--- config.mk ---
export PLATFORM = sky130hd
export DESIGN_NAME = nmea_rmc_field_extractor_core
export DESIGN_NICKNAME = d
export VERILOG_FILES = /design/src/rtl/nrmc_pkg.sv /design/src/rtl/nmea_rmc_field_extractor_core.sv /design/src/rtl/nrmc_front.sv /design/src/rtl/nrmc_queue.sv
export SDC_FILE = /design/constraint.sdc
export NUM_CORES = 1
export LEC_CHECK = 0
export BUFFER_PORTS_ARGS = -buffer_cell sky130_fd_sc_hd__buf_2
export CORE_MARGIN = 4
export CORE_UTILIZATION = 40
export CTS_BUF_LIST = sky130_fd_sc_hd__clkbuf_8
export CTS_CLUSTER_DIAMETER = 60
export DETAILED_ROUTE_END_ITERATION = 16
export HOLD_SLACK_MARGIN = 0.1
export PLACE_DENSITY = 0.61
export SYNTH_ARGS = -nofsm -noshare
export SYNTH_HDL_FRONTEND = slang
export SYNTH_HIERARCHICAL = 1
export SYNTH_SLANG_ARGS = --single-unit
--- constraint.sdc ---
create_clock -name clock -period 4.75 [get_ports clock]
set_input_delay 0.95 -clock clock [delete_from_list [all_inputs] [get_ports clock]]
set_output_delay 0.95 -clock clock [all_outputs]
set_load 0.01 [all_outputs]
--- src/rtl/nrmc_pkg.sv ---
`timescale 1ns / 1ps
// ----------------------------------------------------------------------------
// nrmc_pkg
// Shared types, character codes and field kinds of the RMC field extractor.
// ----------------------------------------------------------------------------
package nrmc_pkg;

   typedef logic [2:0] kind_type;

   localparam kind_type KIND_TIME   = 3'd0;
   localparam kind_type KIND_STATUS = 3'd1;
   localparam kind_type KIND_LAT    = 3'd2;
   localparam kind_type KIND_LON    = 3'd3;
   localparam kind_type KIND_SPEED  = 3'd4;
   localparam kind_type KIND_DATE   = 3'd5;
   localparam kind_type KIND_END    = 3'd6;
   localparam kind_type KIND_ABORT  = 3'd7;

   localparam logic [7:0] CHAR_DOLLAR = 8'h24;
   localparam logic [7:0] CHAR_STAR   = 8'h2A;
   localparam logic [7:0] CHAR_COMMA  = 8'h2C;

   localparam logic [6:0] SENTENCE_MAX = 7'd80;
   localparam int unsigned QUEUE_DEPTH = 4;

   typedef struct packed {
      logic     valid;
      kind_type kind;
   } result_type;

   function automatic logic [7:0] header_char(input logic [2:0] idx);
      logic [7:0] c;
      case (idx)
         3'd0: c = 8'h47;
         3'd1: c = 8'h50;
         3'd2: c = 8'h52;
         3'd3: c = 8'h4D;
         3'd4: c = 8'h43;
         default: c = 8'h00;
      endcase
      return c;
   endfunction

endpackage

--- src/rtl/nmea_rmc_field_extractor_core.sv ---
`timescale 1ns / 1ps
// ----------------------------------------------------------------------------
// nmea_rmc_field_extractor_core
// Finds $GPRMC sentences in a byte stream and tags the bytes of each field.
// ----------------------------------------------------------------------------
// One byte is taken per clock cycle while full is low: the parser updates its
// header, comma and position counters on each byte that it takes, and every
// byte that yields a field kind is pushed into a QUEUE_DEPTH-entry result
// queue. full rises only when that queue holds QUEUE_DEPTH unread words; as
// long as pop keeps up, bytes flow in and results flow out at one word per
// cycle each, and rsp_field_kind is read from the registered queue memory.
// Setting link_failed discards every incoming byte; the parser hunts for '$'.
// ----------------------------------------------------------------------------
module nmea_rmc_field_extractor_core
   import nrmc_pkg::*;
#(
   parameter int unsigned QUEUE_DEPTH_P = QUEUE_DEPTH
) (
   input  logic        clock,
   input  logic        reset,
   input  logic        push,
   output logic        full,
   input  logic [7:0]  req_rx_byte,
   output logic        empty,
   input  logic        pop,
   output logic [2:0]  rsp_field_kind,
   input  logic        psel,
   input  logic        penable,
   input  logic        pwrite,
   input  logic [1:0]  paddr,
   input  logic [31:0] pwdata,
   output logic [31:0] prdata,
   output logic        pready
);

   logic       link_failed_ff, link_failed_in;
   logic       accept;
   result_type res;

   assign pready = 1'b1;
   assign prdata = {31'd0, link_failed_ff};
   assign accept = push && !full;

   always_comb begin
      link_failed_in = link_failed_ff;
      if (psel && penable && pwrite && paddr == 2'd0) begin
         link_failed_in = pwdata[0];
      end else if (psel && penable && pwrite) begin
         link_failed_in = link_failed_ff;
      end
   end

   always_ff @(posedge clock) begin
      if (reset) begin
         link_failed_ff <= 1'b0;
      end else begin
         link_failed_ff <= link_failed_in;
      end
   end

   nrmc_front u_front (
      .clock       (clock),
      .reset       (reset),
      .accept      (accept),
      .rx_byte     (req_rx_byte),
      .link_failed (link_failed_ff),
      .res         (res)
   );

   nrmc_queue #(
      .DEPTH (QUEUE_DEPTH_P)
   ) u_queue (
      .clock   (clock),
      .reset   (reset),
      .wr      (res),
      .pop     (pop),
      .empty   (empty),
      .full    (full),
      .rd_kind (rsp_field_kind)
   );

endmodule

--- src/rtl/nrmc_front.sv ---
`timescale 1ns / 1ps
// ----------------------------------------------------------------------------
// nrmc_front
// Sentence parser: hunts for the header, counts commas and tags field bytes.
// ----------------------------------------------------------------------------
module nrmc_front
   import nrmc_pkg::*;
(
   input  logic       clock,
   input  logic       reset,
   input  logic       accept,
   input  logic [7:0] rx_byte,
   input  logic       link_failed,
   output result_type res
);

   typedef enum logic [2:0] {
      PH_HUNT = 3'b001,
      PH_HEAD = 3'b010,
      PH_BODY = 3'b100
   } phase_type;

   phase_type  phase_ff, phase_in;
   logic [2:0] header_count_ff, header_count_in;
   logic       header_match_ff, header_match_in;
   logic [6:0] byte_count_ff, byte_count_in;
   logic [3:0] comma_count_ff, comma_count_in;
   logic [6:0] field_position_ff, field_position_in;

   logic       is_comma;
   logic       match_nx;
   logic [6:0] byte_count_nx;
   logic       tag_valid;
   kind_type   tag_kind;

   assign is_comma      = (rx_byte == CHAR_COMMA);
   assign match_nx      = header_match_ff & (rx_byte == header_char(header_count_ff));
   assign byte_count_nx = byte_count_ff + 7'd1;

   always_comb begin
      tag_valid = 1'b0;
      tag_kind  = KIND_TIME;
      if (comma_count_ff == 4'd3) begin
         tag_valid = 1'b1;
         tag_kind  = KIND_LAT;
      end else if (comma_count_ff == 4'd5) begin
         tag_valid = 1'b1;
         tag_kind  = KIND_LON;
      end else if (!is_comma) begin
         case (comma_count_ff)
            4'd1: begin
               tag_valid = (field_position_ff < 7'd6);
               tag_kind  = KIND_TIME;
            end
            4'd2: begin
               tag_valid = (field_position_ff == 7'd0);
               tag_kind  = KIND_STATUS;
            end
            4'd4: begin
               tag_valid = 1'b1;
               tag_kind  = KIND_LAT;
            end
            4'd6: begin
               tag_valid = 1'b1;
               tag_kind  = KIND_LON;
            end
            4'd7: begin
               tag_valid = 1'b1;
               tag_kind  = KIND_SPEED;
            end
            4'd9: begin
               tag_valid = (field_position_ff < 7'd6);
               tag_kind  = KIND_DATE;
            end
            default: begin
               tag_valid = 1'b0;
               tag_kind  = KIND_TIME;
            end
         endcase
      end
   end

   always_comb begin
      phase_in          = phase_ff;
      header_count_in   = header_count_ff;
      header_match_in   = header_match_ff;
      byte_count_in     = byte_count_ff;
      comma_count_in    = comma_count_ff;
      field_position_in = field_position_ff;
      res               = '0;
      if (accept) begin
         if (link_failed) begin
            phase_in          = PH_HUNT;
            header_count_in   = 3'd0;
            header_match_in   = 1'b1;
            byte_count_in     = 7'd0;
            comma_count_in    = 4'd0;
            field_position_in = 7'd0;
         end else begin
            case (phase_ff)
               PH_HEAD: begin
                  header_count_in = header_count_ff + 3'd1;
                  header_match_in = match_nx;
                  byte_count_in   = byte_count_nx;
                  if (header_count_ff >= 3'd4) begin
                     if (match_nx) begin
                        phase_in          = PH_BODY;
                        comma_count_in    = 4'd0;
                        field_position_in = 7'd0;
                     end else begin
                        phase_in          = PH_HUNT;
                        header_count_in   = 3'd0;
                        header_match_in   = 1'b1;
                        byte_count_in     = 7'd0;
                        comma_count_in    = 4'd0;
                        field_position_in = 7'd0;
                     end
                  end
               end
               PH_BODY: begin
                  byte_count_in = byte_count_nx;
                  if (rx_byte == CHAR_STAR || byte_count_nx >= SENTENCE_MAX) begin
                     phase_in          = PH_HUNT;
                     header_count_in   = 3'd0;
                     header_match_in   = 1'b1;
                     byte_count_in     = 7'd0;
                     comma_count_in    = 4'd0;
                     field_position_in = 7'd0;
                     res.valid         = 1'b1;
                     res.kind          = (rx_byte == CHAR_STAR) ? KIND_END : KIND_ABORT;
                  end else begin
                     res.valid = tag_valid;
                     res.kind  = tag_kind;
                     if (is_comma) begin
                        if (comma_count_ff != 4'd15) begin
                           comma_count_in = comma_count_ff + 4'd1;
                        end
                        field_position_in = 7'd0;
                     end else if (field_position_ff != 7'd127) begin
                        field_position_in = field_position_ff + 7'd1;
                     end
                  end
               end
               default: begin
                  if (rx_byte == CHAR_DOLLAR) begin
                     phase_in          = PH_HEAD;
                     header_count_in   = 3'd0;
                     header_match_in   = 1'b1;
                     byte_count_in     = 7'd1;
                     comma_count_in    = 4'd0;
                     field_position_in = 7'd0;
                  end else begin
                     phase_in = PH_HUNT;
                  end
               end
            endcase
         end
      end
   end

   always_ff @(posedge clock) begin
      if (reset) begin
         phase_ff          <= PH_HUNT;
         header_count_ff   <= 3'd0;
         header_match_ff   <= 1'b1;
         byte_count_ff     <= 7'd0;
         comma_count_ff    <= 4'd0;
         field_position_ff <= 7'd0;
      end else begin
         phase_ff          <= phase_in;
         header_count_ff   <= header_count_in;
         header_match_ff   <= header_match_in;
         byte_count_ff     <= byte_count_in;
         comma_count_ff    <= comma_count_in;
         field_position_ff <= field_position_in;
      end
   end

   a_res_only_in_body: assert property (@(posedge clock) disable iff (reset)
      res.valid |-> (accept && !link_failed && phase_ff == PH_BODY))
      else $error("result word outside sentence body");

   a_link_fail_hunts: assert property (@(posedge clock) disable iff (reset)
      (accept && link_failed) |=> (phase_ff == PH_HUNT && byte_count_ff == 7'd0))
      else $error("parser not hunting after word on failed link");

   a_body_below_limit: assert property (@(posedge clock) disable iff (reset)
      (phase_ff == PH_BODY) |-> (byte_count_ff < SENTENCE_MAX))
      else $error("body byte count at or past sentence limit");

endmodule

--- src/rtl/nrmc_queue.sv ---
`timescale 1ns / 1ps
// ----------------------------------------------------------------------------
// nrmc_queue
// Short result queue between the parser and the result port.
// ----------------------------------------------------------------------------
module nrmc_queue
   import nrmc_pkg::*;
#(
   parameter int unsigned DEPTH = QUEUE_DEPTH
) (
   input  logic       clock,
   input  logic       reset,
   input  result_type wr,
   input  logic       pop,
   output logic       empty,
   output logic       full,
   output kind_type   rd_kind
);

   localparam int unsigned PTR_W = (DEPTH > 1) ? $clog2(DEPTH) : 1;
   localparam int unsigned CNT_W = $clog2(DEPTH + 1);

   kind_type           mem_ff [DEPTH];
   logic [PTR_W-1:0]   wr_ptr_ff, wr_ptr_in;
   logic [PTR_W-1:0]   rd_ptr_ff, rd_ptr_in;
   logic [CNT_W-1:0]   count_ff, count_in;
   logic               do_wr;
   logic               do_rd;

   function automatic logic [PTR_W-1:0] ptr_next(input logic [PTR_W-1:0] p);
      return (p == PTR_W'(DEPTH - 1)) ? '0 : p + 1'b1;
   endfunction

   assign empty   = (count_ff == '0);
   assign full    = (count_ff == CNT_W'(DEPTH));
   assign rd_kind = mem_ff[rd_ptr_ff];
   assign do_wr   = wr.valid;
   assign do_rd   = pop && !empty;

   always_comb begin
      wr_ptr_in = do_wr ? ptr_next(wr_ptr_ff) : wr_ptr_ff;
      rd_ptr_in = do_rd ? ptr_next(rd_ptr_ff) : rd_ptr_ff;
      count_in  = count_ff;
      if (do_wr && !do_rd) begin
         count_in = count_ff + 1'b1;
      end else if (do_rd && !do_wr) begin
         count_in = count_ff - 1'b1;
      end
   end

   always_ff @(posedge clock) begin
      if (do_wr) begin
         mem_ff[wr_ptr_ff] <= wr.kind;
      end
   end

   always_ff @(posedge clock) begin
      if (reset) begin
         wr_ptr_ff <= '0;
         rd_ptr_ff <= '0;
         count_ff  <= '0;
      end else begin
         wr_ptr_ff <= wr_ptr_in;
         rd_ptr_ff <= rd_ptr_in;
         count_ff  <= count_in;
      end
   end

   a_no_write_when_full: assert property (@(posedge clock) disable iff (reset)
      full |-> !wr.valid)
      else $error("result word written into full queue");

   a_count_bound: assert property (@(posedge clock) disable iff (reset)
      count_ff <= CNT_W'(DEPTH))
      else $error("queue count past depth");

   a_ptr_gap: assert property (@(posedge clock) disable iff (reset)
      (empty || full) |-> (wr_ptr_ff == rd_ptr_ff))
      else $error("queue pointers disagree with count");

endmodule
==> impl_metrics.env <==
export IMPL_arrival_ps=3860
export IMPL_met2_usage_pct=20.8
export IMPL_syn_to_final_growth_pct=5.59
export IMPL_postCtsSetupBuffers=0
export IMPL_yosys_area_share_adder_pct=8.12
export IMPL_vias=2336
export IMPL_cts_sinks=47
export IMPL_ant_nets=0
export IMPL_crit_required_ps=4980
export IMPL_grt_pass1_wl_um=9350
export IMPL_die_h_um=94.9
export IMPL_hp_start="u_front/byte_count_ff[1]$_SDFFE_PP0P_"
export IMPL_finalMaxSlewViolations=0
export IMPL_p_leak_nw=1.19
export IMPL_coreArea_sq_um=7290
export IMPL_cts_root_buf="clkbuf_8"
export IMPL_synth_xor_area_share_pct=0.870
export IMPL_fin_crit_sh_pct=76.4
export IMPL_layout_drive_gt1_share_pct=13.2
export IMPL_ys_seq_elements=47
export IMPL_final_common_cell="dfxtp_1"
export IMPL_diodes=0
export IMPL_slew_headroom_pct=51.3
export IMPL_syn_area_per_cell_sq_um=9.07
export IMPL_cts_buffers=5
export IMPL_initial_core_util_pct=41.4
export IMPL_outcome="finished clean"
export IMPL_clockBufferDepth=2
export IMPL_nFillCells=752
export IMPL_grt_max_degree=38
export IMPL_drt_total_wl_um=5670
export IMPL_dp_final_hpwl_um=4260
export IMPL_synth_edff_count=12
export IMPL_worstReg2RegStart="u_front/byte_count_ff[0]$_SDFFE_PP0P_"
export IMPL_io_pins=87
export IMPL_multi_input_area_sq_um=1710
export IMPL_drc=0
export IMPL_synth_mux_area_share_pct=4.89
export IMPL_path_clk_slew_ps=90
export IMPL_drt_initial_drc_count=101
export IMPL_grt_pass1_vias=2086
export IMPL_cts_tree="done"
export IMPL_row_count=31
export IMPL_ctsResizeCount=0
export IMPL_dieArea_sq_um=9010
export IMPL_worst_pin_slew_ps=731
export IMPL_grt_usage_pct=12.9
export IMPL_critPathMaxFanout=7
export IMPL_hold_viol=0
export IMPL_cp_start_kind="input pin"
export IMPL_finalCriticalPeriod_ps=3630
export IMPL_synth_top_family_by_area="simple AND/OR/NAND/NOR gates"
export IMPL_peakVddDrop_v=0.000113
export IMPL_regArea_sq_um=1060
export IMPL_fmax_mhz=275
export IMPL_synthFlopType="dfxtp_1"
export IMPL_grt_util_met1_pct=17.1
export IMPL_async_reset_ff_share_pct=0
export IMPL_dpl_cell_count=446
export IMPL_yosys_warnings=6
export IMPL_grtUsageMet3_pct=2.95
export IMPL_wl_per_cell_um=12.5
export IMPL_max_cap_viol_count=0
export IMPL_synthDistinctLibCells=58
export IMPL_crit_type="in2reg"
export IMPL_grt_remaining_overflow=0
export IMPL_final_cell_count_no_fill=454
export IMPL_setup_tns_ps=0
export IMPL_fin_nets=422
export IMPL_gr_max_usage_layer="met2"
export IMPL_dr_pass1_iters=5
export IMPL_io_buffers=23
export IMPL_fin_worst_skew_ps=7.15
export IMPL_rsz0062_at_grt="no"
export IMPL_seq_area_frac_synth_pct=35.1
export IMPL_yosys_area_share_simple_pct=21.2
export IMPL_hold_class="reg2reg"
export IMPL_cts_max_level=2
export IMPL_clk_latency_ps=300
export IMPL_power_density_nw_per_um2=233
export IMPL_final_cell_mix="dfxtp_1, conb_1, nor2_1"
export IMPL_die_w_um=94.9
export IMPL_antenna_found_initial=0
export IMPL_holdBufCountCts=0
export IMPL_gp_congestion=0.777
export IMPL_avgViaCountPerCell=5.15
export IMPL_syn_area_sq_um=3020
export IMPL_synth_compound_area_share_pct=17.4
export IMPL_startpoint="req_rx_byte[0]"
export IMPL_synth_cells=333
export IMPL_finalSetupViolations=0
export IMPL_worstSetupEndpointType="flop"
==> sequential cells by signal, summed over array words and instances, names as in the netlist, named ones only <==
name and count:
u_front/header_count_ff 3, u_front/phase_ff 3, u_queue/rd_ptr_ff 2, u_front/field_position_ff 7
u_queue/mem_ff 12, u_front/comma_count_ff 4, u_queue/count_ff 3, u_front/header_match_ff 1
u_queue/wr_ptr_ff 2, link_failed_ff 1, u_front/byte_count_ff 7
==> final cells by class <==
cell class,instances,area share (%)
multi-input combinational,259,53.5
sequential,47,33.3
tap,99,3.88
timing repair buffer,24,3.84
clock buffer,5,2.16
inverter,17,2.00
clock inverter,3,1.37
==> critical path, stage by stage <==
cell and delay [ps]:
buf_2 130, or4b_4 570, or4b_4 600, o21ai_0 120
a311oi_1 110, nor2_1 140, a21oi_1 190, ha_1 280
inv_1 70, fa_1 180, xor2_1 70, or3_1 310
a21oi_1 140
==> final timing paths <==
path | slack, ps | end | cells after the start
worst max register to register | 1330 | u_queue/count_ff[2]$_SDFFE_PP0P_ | 13
worst min-delay path | 490 | u_front/byte_count_ff[1]$_SDFFE_PP0P_ | 2
worst min register to register | 490 | u_front/byte_count_ff[1]$_SDFFE_PP0P_ | 2
worst max-delay path | 1120 | u_queue/count_ff[2]$_SDFFE_PP0P_ | 13
==> through the flow <==
step                      setup WS (ps)  total power, mW  instance area, sq um  util, %  hold WS [ps]
after floorplan                    1120            0.463                  3130        -           458
after global placement              854            0.457                  3080     42.2           467
after detailed placement            790            0.457                  3080     42.2           474
after CTS                          1100            0.752                  3190     43.8           487
after global routing                915            0.775                  3190     43.8           521
final                              1120            0.744                  3190     43.8           489
==> cells in the mapped netlist (2+ instances only) <==
cell,number,area share (%)
a41oi_1,4,1.2
and3_1,3,0.62
nand3_1,12,2.0
and2_1,5,1.0
or2_2,2,0.41
nand4_1,9,1.9
xor2_1,2,0.58
o31ai_1,3,0.75
buf_4,35,8.7
mux4_2,3,2.2
a32oi_1,2,0.58
o21ai_0,17,2.8
nor2_1,29,3.6
nand2_1,21,2.6
o32ai_1,2,0.58
o21bai_1,2,0.50
a31o_2,2,0.58
nand2b_1,7,1.4
inv_1,17,2.1
nor4_1,2,0.41
a31oi_1,7,1.4
mux2i_1,8,2.7
buf_6,2,0.75
or4b_4,2,0.91
nor2b_1,4,0.83
o22ai_1,3,0.62
a221o_1,2,0.66
a211oi_1,5,1.2
dfxtp_1,35,23
nor3b_1,4,0.99
or3_1,3,0.62
ha_1,18,7.5
or2_1,2,0.41
edfxtp_1,12,12
a21oi_1,17,2.8
clkbuf_1,2,0.25
conb_1,2,0.25
nor3_1,6,0.99
==> per-layer routing <==
| metal | wire, um | vias up |
|---|---|---|
| met2 | 2690 | 43 |
| li1 | - | 1193 |
| met3 | 280 | 5 |
| met1 | 2630 | 1095 |
| met5 | 0 | - |
| met4 | 68 | 0 |
==> kinds of logic after synthesis <==
logic type	after synthesis
mux	11
buf+inv	57
fa+ha+maj	19
other cells	2
xor+xnor	3
compound gates	76
simple gates	118
flops	47
==> report_power, final <==
group / leakage, nW / switching (mW) / internal [mW]
clock network: 0.0581 / 0.139 / 0.157
registers: 0.407 / 0.000589 / 0.408
logic: 0.728 / 0.0289 / 0.0107
Power figures use the tool's default switching activity.
